==> config.mk <==
export PLATFORM = sky130hd
export DESIGN_NAME = integer_to_base_digits
export DESIGN_NICKNAME = d
export VERILOG_FILES = /design/src/rtl/itbd_pkg.sv /design/src/rtl/itbd_ctrl.sv /design/src/rtl/itbd_dp.sv /design/src/rtl/integer_to_base_digits.sv
export SDC_FILE = /design/constraint.sdc
export NUM_CORES = 1
export LEC_CHECK = 0
export BUFFER_PORTS_ARGS = -buffer_cell sky130_fd_sc_hd__buf_2
export CAP_MARGIN = 15
export CORE_AREA = 2 2 237 239
export DETAILED_ROUTE_END_ITERATION = 6
export DIE_AREA = 0 0 239 241
export PLACE_DENSITY = 0.54
export SETUP_SLACK_MARGIN = 0.3
export SYNTH_ARGS = -nofsm -noshare
export SYNTH_HDL_FRONTEND = slang
export SYNTH_SLANG_ARGS = --single-unit
==> constraint.sdc <==
create_clock -name clk -period 37.6 [get_ports clk]
set_input_delay 3.76 -clock clk [delete_from_list [all_inputs] [get_ports clk]]
set_output_delay 3.76 -clock clk [all_outputs]
set_load 0.1 [all_outputs]
==> src/rtl/itbd_pkg.sv <==
// Shared types, character codes and a helper function for the integer to base digits block.
// Used by itbd_ctrl, itbd_dp and the integer_to_base_digits top level.
`default_nettype none

package itbd_pkg;

	// Fixed widths of the word fields.
	localparam int ValueW = 32;
	localparam int BaseW  = 6;
	localparam int WidthW = 6;
	localparam int CharW  = 8;
	localparam int LenW   = 6;

	// Dividend bits consumed per cycle by the divider.
	localparam int StepsPerCycle = 8;

	// Radix limits.
	localparam logic [BaseW-1:0] BaseMin = 6'd2;
	localparam logic [BaseW-1:0] BaseMax = 6'd36;

	// ASCII codes used in the text.
	localparam logic [CharW-1:0] CharZero  = 8'h30;
	localparam logic [CharW-1:0] CharA     = 8'h61;
	localparam logic [CharW-1:0] CharMinus = 8'h2D;

	// Largest digit value written as a decimal numeral.
	localparam logic [BaseW-1:0] DigitNineVal = 6'd9;
	localparam logic [CharW-1:0] LetterOffset = 8'd10;

	// Commands from the controller to the datapath.
	typedef struct packed {
		logic load;
		logic div_step;
		logic digit_done;
		logic calc_len;
		logic emit;
	} cmd_t;

	// Status from the datapath to the controller.
	typedef struct packed {
		logic quot_zero;
		logic ndig_full;
		logic last_char;
	} sts_t;

	// Maps a digit value to its ASCII character, letters from ten up.
	function automatic logic [CharW-1:0] digit_char(input logic [BaseW-1:0] d);
		logic [CharW-1:0] dw;
		dw = CharW'(d);
		if (d > DigitNineVal) begin
			return CharA + dw - LetterOffset;
		end
		return CharZero + dw;
	endfunction

endpackage

`default_nettype wire

==> src/rtl/itbd_ctrl.sv <==
// Controller state machine for the integer to base digits block.
// Sequences load, digit division, length calculation and character output; uses itbd_pkg.
`default_nettype none

module itbd_ctrl #(
	parameter int VALUE_BITS = 32
) (
	input  wire logic          clk,
	input  wire logic          arst_n,
	input  wire logic          in_valid,
	output logic               in_stall,
	output logic               out_valid,
	input  wire logic          out_stall,
	input  wire itbd_pkg::sts_t sts,
	output itbd_pkg::cmd_t     cmd
);

	localparam int Passes = (VALUE_BITS + itbd_pkg::StepsPerCycle - 1) / itbd_pkg::StepsPerCycle;
	localparam int PassW  = (Passes > 1) ? $clog2(Passes) : 1;

	localparam logic [1:0] ST_IDLE = 2'd0;
	localparam logic [1:0] ST_DIV  = 2'd1;
	localparam logic [1:0] ST_LEN  = 2'd2;
	localparam logic [1:0] ST_EMIT = 2'd3;

	logic [1:0]       state_q;
	logic [1:0]       state_nx;
	logic [PassW-1:0] pass_q;
	logic             last_pass;
	logic             out_valid_q;
	logic             out_free;

	assign last_pass = (pass_q == PassW'(Passes - 1));
	assign out_free  = !out_valid_q || !out_stall;
	assign in_stall  = (state_q != ST_IDLE);
	assign out_valid = out_valid_q;

	// Command decode and next state.
	always_comb begin
		cmd      = '0;
		state_nx = state_q;
		case (state_q)
			ST_IDLE: begin
				if (in_valid) begin
					cmd.load = 1'b1;
					state_nx = ST_DIV;
				end
			end
			ST_DIV: begin
				cmd.div_step = 1'b1;
				if (last_pass) begin
					cmd.digit_done = 1'b1;
					if (sts.quot_zero || sts.ndig_full) begin
						state_nx = ST_LEN;
					end
				end
			end
			ST_LEN: begin
				cmd.calc_len = 1'b1;
				state_nx     = ST_EMIT;
			end
			ST_EMIT: begin
				if (out_free) begin
					cmd.emit = 1'b1;
					if (sts.last_char) begin
						state_nx = ST_IDLE;
					end
				end
			end
			default: begin
				state_nx = ST_IDLE;
			end
		endcase
	end

	// State, pass counter and output valid flag.
	always_ff @(posedge clk or negedge arst_n) begin
		if (!arst_n) begin
			state_q     <= ST_IDLE;
			pass_q      <= '0;
			out_valid_q <= 1'b0;
		end else begin
			state_q <= state_nx;
			if (cmd.load || cmd.digit_done) begin
				pass_q <= '0;
			end else if (cmd.div_step) begin
				pass_q <= pass_q + 1'b1;
			end
			if (cmd.emit) begin
				out_valid_q <= 1'b1;
			end else if (!out_stall) begin
				out_valid_q <= 1'b0;
			end
		end
	end

endmodule

`default_nettype wire

==> src/rtl/itbd_dp.sv <==
// Datapath for the integer to base digits block: radix divider, digit stack,
// length counters and the output word register; uses itbd_pkg.
`default_nettype none

module itbd_dp #(
	parameter int VALUE_BITS = 32
) (
	input  wire logic                          clk,
	input  wire logic                          opcode,
	input  wire logic [itbd_pkg::ValueW-1:0]   value,
	input  wire logic [itbd_pkg::BaseW-1:0]    base,
	input  wire logic [itbd_pkg::WidthW-1:0]   field_width,
	input  wire itbd_pkg::cmd_t                cmd,
	output itbd_pkg::sts_t                     sts,
	output logic [itbd_pkg::CharW-1:0]         text_char,
	output logic                               last,
	output logic [itbd_pkg::LenW-1:0]          total_length
);

	localparam int Steps    = itbd_pkg::StepsPerCycle;
	localparam int Passes   = (VALUE_BITS + Steps - 1) / Steps;
	localparam int PW       = Passes * Steps;
	localparam int MaxChars = VALUE_BITS + 1;
	localparam int CW       = $clog2(MaxChars + 1);
	localparam int BW       = itbd_pkg::BaseW;

	logic [VALUE_BITS-1:0] val_ext;
	logic                  neg_in;
	logic [VALUE_BITS-1:0] mag_abs;
	logic [BW-1:0]         base_cl;
	logic [CW-1:0]         width_sat;

	logic [PW-1:0] div_q;
	logic [BW-1:0] rem_q;
	logic [BW-1:0] base_q;
	logic          neg_q;
	logic [CW-1:0] width_q;
	logic [CW-1:0] ndig_q;
	logic [CW-1:0] pad_q;
	logic [CW-1:0] left_q;
	logic [CW-1:0] total_q;
	logic [BW-1:0] stk_q [VALUE_BITS];

	logic [PW-1:0] step_d;
	logic [BW:0]   step_r;
	logic [BW:0]   step_t;
	logic [BW-1:0] rem_nx;
	logic [PW-1:0] div_nx;
	logic [CW-1:0] sum_len;
	logic [CW-1:0] char_sel_dummy;

	logic [itbd_pkg::CharW-1:0] text_char_q;
	logic                       last_q;
	logic [CW-1:0]              total_length_q;
	logic [itbd_pkg::CharW-1:0] char_nx;

	// Keep only the low VALUE_BITS of the input word, zero extended when wider.
	generate
		if (VALUE_BITS <= itbd_pkg::ValueW) begin : g_trunc
			assign val_ext = value[VALUE_BITS-1:0];
		end else begin : g_ext
			assign val_ext = {{(VALUE_BITS - itbd_pkg::ValueW){1'b0}}, value};
		end
	endgenerate

	// Sign handling, radix clamp and width saturation at load.
	assign neg_in    = opcode && val_ext[VALUE_BITS-1];
	assign mag_abs   = neg_in ? (~val_ext + 1'b1) : val_ext;
	assign base_cl   = (base < itbd_pkg::BaseMin) ? itbd_pkg::BaseMin :
	                   (base > itbd_pkg::BaseMax) ? itbd_pkg::BaseMax : base;
	assign width_sat = (32'(field_width) > 32'(MaxChars)) ? CW'(MaxChars) : CW'(field_width);

	// Restoring division, several quotient bits per cycle on a narrow remainder.
	always_comb begin
		step_d = div_q;
		step_r = {1'b0, rem_q};
		step_t = '0;
		for (int i = 0; i < Steps; i++) begin
			step_t = {step_r[BW-1:0], step_d[PW-1]};
			step_d = {step_d[PW-2:0], 1'b0};
			if (step_t >= {1'b0, base_q}) begin
				step_t    = step_t - {1'b0, base_q};
				step_d[0] = 1'b1;
			end
			step_r = step_t;
		end
		rem_nx = step_r[BW-1:0];
		div_nx = step_d;
	end

	assign sum_len        = CW'(neg_q) + ndig_q;
	assign char_sel_dummy = pad_q;

	// Next character: sign first, then zero padding, then digits from the stack top.
	always_comb begin
		if (neg_q) begin
			char_nx = itbd_pkg::CharMinus;
		end else if (char_sel_dummy != '0) begin
			char_nx = itbd_pkg::CharZero;
		end else begin
			char_nx = itbd_pkg::digit_char(stk_q[0]);
		end
	end

	assign sts.quot_zero = (div_nx == '0);
	assign sts.ndig_full = (ndig_q == CW'(VALUE_BITS - 1));
	assign sts.last_char = (left_q == CW'(1));

	// Divider, counters and digit stack.
	always_ff @(posedge clk) begin
		if (cmd.load) begin
			div_q   <= PW'(mag_abs);
			rem_q   <= '0;
			base_q  <= base_cl;
			neg_q   <= neg_in;
			width_q <= width_sat;
			ndig_q  <= '0;
		end else if (cmd.div_step) begin
			div_q <= div_nx;
			if (cmd.digit_done) begin
				rem_q  <= '0;
				ndig_q <= ndig_q + 1'b1;
			end else begin
				rem_q <= rem_nx;
			end
		end
		if (cmd.calc_len) begin
			if (width_q > sum_len) begin
				total_q <= width_q;
				left_q  <= width_q;
				pad_q   <= width_q - sum_len;
			end else begin
				total_q <= sum_len;
				left_q  <= sum_len;
				pad_q   <= '0;
			end
		end
		if (cmd.emit) begin
			left_q <= left_q - 1'b1;
			if (neg_q) begin
				neg_q <= 1'b0;
			end else if (pad_q != '0) begin
				pad_q <= pad_q - 1'b1;
			end
		end
		// Push a finished digit, or pop one once it is sent.
		if (cmd.digit_done) begin
			stk_q[0] <= rem_nx;
			for (int i = 1; i < VALUE_BITS; i++) begin
				stk_q[i] <= stk_q[i-1];
			end
		end else if (cmd.emit && !neg_q && (pad_q == '0)) begin
			for (int i = 0; i < VALUE_BITS - 1; i++) begin
				stk_q[i] <= stk_q[i+1];
			end
			stk_q[VALUE_BITS-1] <= '0;
		end
	end

	// Output word register.
	always_ff @(posedge clk) begin
		if (cmd.emit) begin
			text_char_q    <= char_nx;
			last_q         <= (left_q == CW'(1));
			total_length_q <= total_q;
		end
	end

	assign text_char    = text_char_q;
	assign last         = last_q;
	assign total_length = itbd_pkg::LenW'(total_length_q);

endmodule

`default_nettype wire

==> src/rtl/integer_to_base_digits.sv <==
// Integer to ASCII text in radix 2 to 36, one character per output word.
// Top level: joins itbd_ctrl and itbd_dp; uses itbd_pkg.
//
// Usage:
//   Input channel (in_valid / in_stall) takes one word: opcode, value, base and
//   field_width. Output channel (out_valid / out_stall) gives one word per
//   character, most significant first, with last set on the final character
//   and total_length repeated on each one.
//   One conversion at a time: in_stall is high from the cycle after a word is
//   taken until the final character has entered the output register.
//   Steps: a load, then the digits one at a time in the shared radix divider
//   (8 dividend bits per cycle), a length step, then the characters in order,
//   one per output word, each sent once the output register is free.
//   The output register holds a word while out_stall is high; the block waits
//   and nothing is lost. The next input word can be taken while the final
//   character still waits in the output register.
//   Reset (arst_n low) returns the controller to idle and drops out_valid.
`default_nettype none

module integer_to_base_digits #(
	parameter int VALUE_BITS = 32
) (
	input  wire logic                        clk,
	input  wire logic                        arst_n,
	input  wire logic                        in_valid,
	output logic                             in_stall,
	input  wire logic                        opcode,
	input  wire logic [itbd_pkg::ValueW-1:0] value,
	input  wire logic [itbd_pkg::BaseW-1:0]  base,
	input  wire logic [itbd_pkg::WidthW-1:0] field_width,
	output logic                             out_valid,
	input  wire logic                        out_stall,
	output logic [itbd_pkg::CharW-1:0]       text_char,
	output logic                             last,
	output logic [itbd_pkg::LenW-1:0]        total_length
);

	itbd_pkg::cmd_t cmd;
	itbd_pkg::sts_t sts;

	// Sequencer.
	itbd_ctrl #(
		.VALUE_BITS(VALUE_BITS)
	) u_ctrl (
		.clk      (clk),
		.arst_n   (arst_n),
		.in_valid (in_valid),
		.in_stall (in_stall),
		.out_valid(out_valid),
		.out_stall(out_stall),
		.sts      (sts),
		.cmd      (cmd)
	);

	// Divider, digit stack and output word.
	itbd_dp #(
		.VALUE_BITS(VALUE_BITS)
	) u_dp (
		.clk         (clk),
		.opcode      (opcode),
		.value       (value),
		.base        (base),
		.field_width (field_width),
		.cmd         (cmd),
		.sts         (sts),
		.text_char   (text_char),
		.last        (last),
		.total_length(total_length)
	);

endmodule

`default_nettype wire
# Yosys cells after proc, flatten, opt, wreduce, memory -nomap -nowiden
# Memory sizes are Yosys's and may differ from the RTL's.
# Cells that the tools add are included.
# totals
inputBits,49
mem_bits_rw,192
reg_bits,95
output_inout_bits,17
n_memories,1
word_cells,207
# mem_list
memory,words,word_bits,rd,rd_ports_with_merged_regs,write_ports,line,rtl
u_dp.stk_q,32,6,32,0,32,itbd_dp.sv:42,logic [BW-1:0] stk_q [VALUE_BITS];
# op_classes
bitwise,33
n_eq_ne,12
magnitude_cmp,13
add_sub_neg,18
n_mux,92
reduce_logical,21
# ops
operator,n
$mux W6,50
$mux W32,3
$ge A7 B6 Y1,8
$sub A6 B6 Y6,9
$add A32 B1 Y32 const B,1
$logic_not A32 Y1,1
$not A32 Y32,1
$or A1 B1 Y1,32
$mux W1,27
$mux W2,8
$mux W8,2
$gt A6 B6 Y1 const B,2
$sub A6 B1 Y6 const B,2
$add A7 B6 Y8 const A,1
$ne A2 B1 Y1 const B,4
$pmux W2 S4,1
$reduce_bool A2 Y1,4
$sub A8 B4 Y8 const B,1
$add A6 B6 Y7 const A,1
$add A1 B6 Y6,1
$add A6 B1 Y6 const B,1
$eq A2 B2 Y1 const B,3
$eq A6 B1 Y1 const B,1
$eq A6 B5 Y1 const B,1
other kinds (16),24

# Depth between registers and ports, before layout
# logic_depth
ltp_word,21
ltp_mapped,81

# Hierarchy
# From an unflattened synthesis, not the netlist that was laid out.
# hier_totals
cells_unflattened,1521
area_unflattened_um2,16143.0
# by_module_without_submodules
mod,n_inst,cells_each,area_each_um2
itbd_dp,1,1487,15762.6
itbd_ctrl,1,34,380.4

# Worst setup path after synthesis
# OpenSTA, ideal clock, no wires.
# synth_path
path_kind,input port to flip-flop
from,input out_stall
to,memory u_dp.stk_q[0][0] (netlist name) (enable)
t_required_ns,36.591
arrival_ns,17.971
slack_ns,18.620
path_stages,6
n_path_buf,1
cell_sequence,nand2_1 > and2_1 > clkbuf_1 > nor2b_1 > inv_1 > o21ai_0
# synth_rtl
item,line,rtl
from (decl),integer_to_base_digits.sv:32,"input wire logic out_stall,"
to (decl),itbd_dp.sv:42,

# Final worst setup path
# layout_path
from,register u_dp.base_q[1]
to,register u_ctrl.state_q[1]
# layout_via
elab_chain_len,20
# layout_rtl
item,line,rtl
from (decl),itbd_dp.sv:35,logic [BW-1:0] base_q;
from (signal assigned),itbd_dp.sv:114,base_q <= base_cl;
$sub A6 B6 Y6 or $ge A7 B6 Y1 (tied branches),"itbd_dp.sv:82, itbd_dp.sv:81",
$mux W6,itbd_dp.sv:81,"if (step_t >= {1'b0, base_q}) begin"
$sub A6 B6 Y6 or $ge A7 B6 Y1 (tied branches),"itbd_dp.sv:82, itbd_dp.sv:81",
$mux W6,itbd_dp.sv:81,
$sub A6 B6 Y6 or $ge A7 B6 Y1 (tied branches),"itbd_dp.sv:82, itbd_dp.sv:81",
$mux W6,itbd_dp.sv:81,
$sub A6 B6 Y6 or $ge A7 B6 Y1 (tied branches),"itbd_dp.sv:82, itbd_dp.sv:81",
$mux W6,itbd_dp.sv:81,
[... 4 more ...],--,
$sub A6 B6 Y6 or $ge A7 B6 Y1 (tied branches),"itbd_dp.sv:82, itbd_dp.sv:81",
$mux W6,itbd_dp.sv:81,
$ge A7 B6 Y1,itbd_dp.sv:81,
$mux W1,itbd_dp.sv:81,
$logic_not A32 Y1 (*),itbd_dp.sv:105,assign sts.quot_zero = (div_nx == '0);
$logic_or A1 B1 Y1 (*),itbd_ctrl.sv:53,if (sts.quot_zero || sts.ndig_full) begin
$ne A2 B1 Y1 (no line) (*),--,
$reduce_and A5 Y1 (no line) (*),--,
to (signal assigned),itbd_ctrl.sv:83,state_q <= state_nx;
to (decl),itbd_ctrl.sv:26,logic [1:0] state_q;
# Mark *: on every way between the ends. The rest lies on a longest branch, timed or not.
# A chain may end at the register's enable or synchronous reset.

==> flow_metrics.tcl <==
set metrics [dict create \
    finalSetupViolCount 0 \
    final_antenna_net_count 0 \
    clkTransAtPathRegs_ns 0.06 \
    path_class "reg2reg" \
    routed_wl_mm 37.0 \
    drcViolationCount 0 \
    core_area_um2 54900 \
    hp-class "reg2reg" \
    yosysTopAreaCellShare_pct 48.3 \
    multi_input_area_um2 7440 \
    synth_cell_types 86 \
    place_hpwl_mm 26.0 \
    final_area_um2 18500 \
    die_h_um 241 \
    rsz0062_at_grt "no" \
    grt_pass1_vias 11600 \
    cap_violations 0 \
    dieArea_um2 57600 \
    clkLatencyLatePin_ns 0.55 \
    critPathMaxFanout 13 \
    place_ws_ns 18.14 \
    tns_ns 0 \
    synth_top_cells_by_area "edfxtp_1, nand2_1, mux2_2, ha_1, dfxtp_1" \
    seq_area_frac_synth_pct 51.4 \
    status "complete, no violations" \
    hold_violations 0 \
    end_kind "flop" \
    critPathArrivalTime_ns 19.93 \
    fin_nets 1733 \
    firstDrtPassIters 6 \
    synth_cells 1551 \
    avgSynthCellArea_um2 10.5 \
    tritoncts "done" \
    vdd_drop_max_mv 0.0251 \
    yosys.area.top_type "edfxtp_1" \
    cts_made_buffers 35 \
    finalPower_w 0.000683 \
    period_share_pct 51.9 \
    fill_cells 5601 \
    wire_per_inst_um 15.9 \
    postCtsSetupBuffers 0 \
    instances_no_fill 2331 \
    grt_pass1_wl_mm 60.2 \
    row_count 86 \
    clk_path_buf_depth 3 \
    h-tree-depth 2 \
    ys_seq_elements 287 \
    area_delta_synth_final_pct 13.5 \
    vias 11500 \
    syn_nets 1682 \
    io_buffers 65 \
    drv_slew 0 \
    synth_edf_count 263 \
    final.setup.worst_slack_ns 18.08 \
    mappedNetlistArea_um2 16300 \
    pin_count 66 \
    cp-start-kind "flop" \
    grt_start_max_net_pins 106 \
    drive_gt1_share_pct 15.4 \
    synthArstFlopShare_pct 1.74 \
    fmax_mhz 51.2 \
    cp.required_ns 38.01 \
    powerDensity_nw_per_um2 36.8 \
    leakage_nw 7.28 \
    gp_congestion 0.841 \
    insertedDiodeCount 0 \
    slowest_delay_ns 0.75 \
    floorplan.initialDensity_pct 29.8 \
    cts_root_buf "clkbuf_16" \
    clock-skew-final_ns 0.0215 \
    vias_per_cell 4.92 \
    antenna_found_initial 1 \
    drtIter0Drc 594 \
    worst_pin_slew_ns 1.10 \
    slew_headroom_pct 26.8 \
    cpMaxStageDelayCell "edfxtp_1" \
    die_w_um 239 \
    cts_resized 0 \
    min_period_ns 19.52 \
    postPlaceCellArea_um2 17400 \
    cts_hold_buf 0 \
    regArea_um2 8400 \
    ys.warnings.count 0 \
    cts_sinks 287 \
    dp_cells 2266 \
    synthFlopType "edfxtp_1" \
    grtUsageTotal_pct 12.9 \
    grt_overflow 0 \
]
==> through the flow <==
| step | hold slack (ns) | util (%) |
|---|---|---|
| 5_1_grt | 0.430 | 33.8 |
| 2_1_floorplan | 0.400 | - |
| 6_report | 0.417 | 33.8 |
| 3_3_place_gp | 0.409 | 31.7 |
| 3_5_place_dp | 0.407 | 31.7 |
| 4_1_cts | 0.419 | 33.7 |
==> routing by layer <==
| metal | GRT usage, % | wire length (µm) | up-vias | part of all wire (%) |
|---|---|---|---|---|
| met5 | 0 | 0 | - | 0 |
| met4 | 3.92 | 806 | 0 | 2.2 |
| met3 | 1.88 | 1320 | 64 | 3.6 |
| met2 | 21.8 | 17400 | 186 | 47 |
| met1 | 17.1 | 17500 | 5558 | 47 |
| li1 | - | - | 5649 | - |
==> placed cells by master, fill, tap and decap left out, types with 23 or more instances in the layout <==
master,n
xor2_1,34
mux2_2,88
nand2_1,374
xnor2_1,40
buf_2,65
ha_1,73
a21oi_1,63
nor2_1,77
nand2b_1,23
edfxtp_1,263
inv_1,69
o21ai_0,70
clkbuf_16,35
==> cells by family after synthesis <==
group	Yosys count	share of synthesized area [%]
multiplexers	114	7.88
buffers and inverters	135	3.27
AO/OA/AOI/OAI	240	9.99
flip-flops	287	51.4
XOR/XNOR	74	3.97
adder cells (fa/ha/maj)	82	6.69
AND/OR/NAND/NOR	619	16.8
==> worst max-delay path, delay by kind of cell, from the launching register on <==
| kind | cells | cell delay, ns |
|---|---|---|
| AO/OA/AOI/OAI | 38 | 9.60 |
| AND/OR/NAND/NOR | 17 | 3.62 |
| adder cells (fa/ha/maj) | 8 | 2.57 |
| multiplexers | 5 | 1.76 |
| buffers and inverters | 6 | 1.10 |
| flip-flops | 1 | 0.75 |
==> final timing paths <==
check,slack (ns),from,end,cells after the start
max,18.08,u_dp.base_q[1]$_SDFFCE_PP1P_,u_ctrl.state_q[1]$_DFFE_PN0P_,74
min,0.42,u_dp.total_q[3]$_DFFE_PP_,u_dp.total_length[3]$_DFFE_PP_,0
max reg2reg,18.08,u_dp.base_q[1]$_SDFFCE_PP1P_,u_ctrl.state_q[1]$_DFFE_PN0P_,74
min reg2reg,0.42,u_dp.total_q[3]$_DFFE_PP_,u_dp.total_length[3]$_DFFE_PP_,0
max in group asynchronous,34.37,arst_n,u_ctrl.pass_q[0]$_DFFE_PN0P_,1
min in group asynchronous,3.06,arst_n,u_ctrl.out_valid$_DFFE_PN0P_,1
==> cell type report <==
cell class,count,area share (%)
multi-input combinational,1129,40.1
tap,704,4.75
sequential,287,45.3
timing repair buffer,78,2.35
clock inverter,18,1.10
clock buffer,44,4.91
inverter,71,1.44
==> registers in the layout, indices dropped and copies added (netlist names), 2 cells and up <==
name                 count
u_ctrl.pass_q            2
u_ctrl.state_q           2
u_dp.base_q              6
u_dp.char_sel_dummy      6
u_dp.div_q              32
u_dp.left_q              6
u_dp.ndig_q              6
u_dp.rem_q               6
u_dp.stk_q             192
u_dp.text_char           8
u_dp.total_length        6
u_dp.total_q             6
u_dp.width_q             6
==> power breakdown <==
group	total, W	internal, W	leakage, nW	switching (W)
sequential	0.000343	0.000343	2.71	0
clock	0.000329	0.000194	0.537	0.000135
combinational	0.0000103	0.00000456	4.04	0.00000573
==> synthesized netlist by cell type (all sizes together), types with 9 or more instances <==
master,instances
or3,12
o31ai,12
a211oi,9
clkbuf,54
ha,73
nand2,377
o21ai,74
nand3,21
and3,13
nor3,20
inv,70
xnor2,40
dfxtp,19
nor2,78
a21o,12
fa,9
mux2i,22
a21oi,64
edfxtp,263
mux2,92
buf,10
nand2b,23
nand4,17
xor2,34
nor2b,20
nor4,14
No activity file was read; power rests on OpenSTA's default activity.
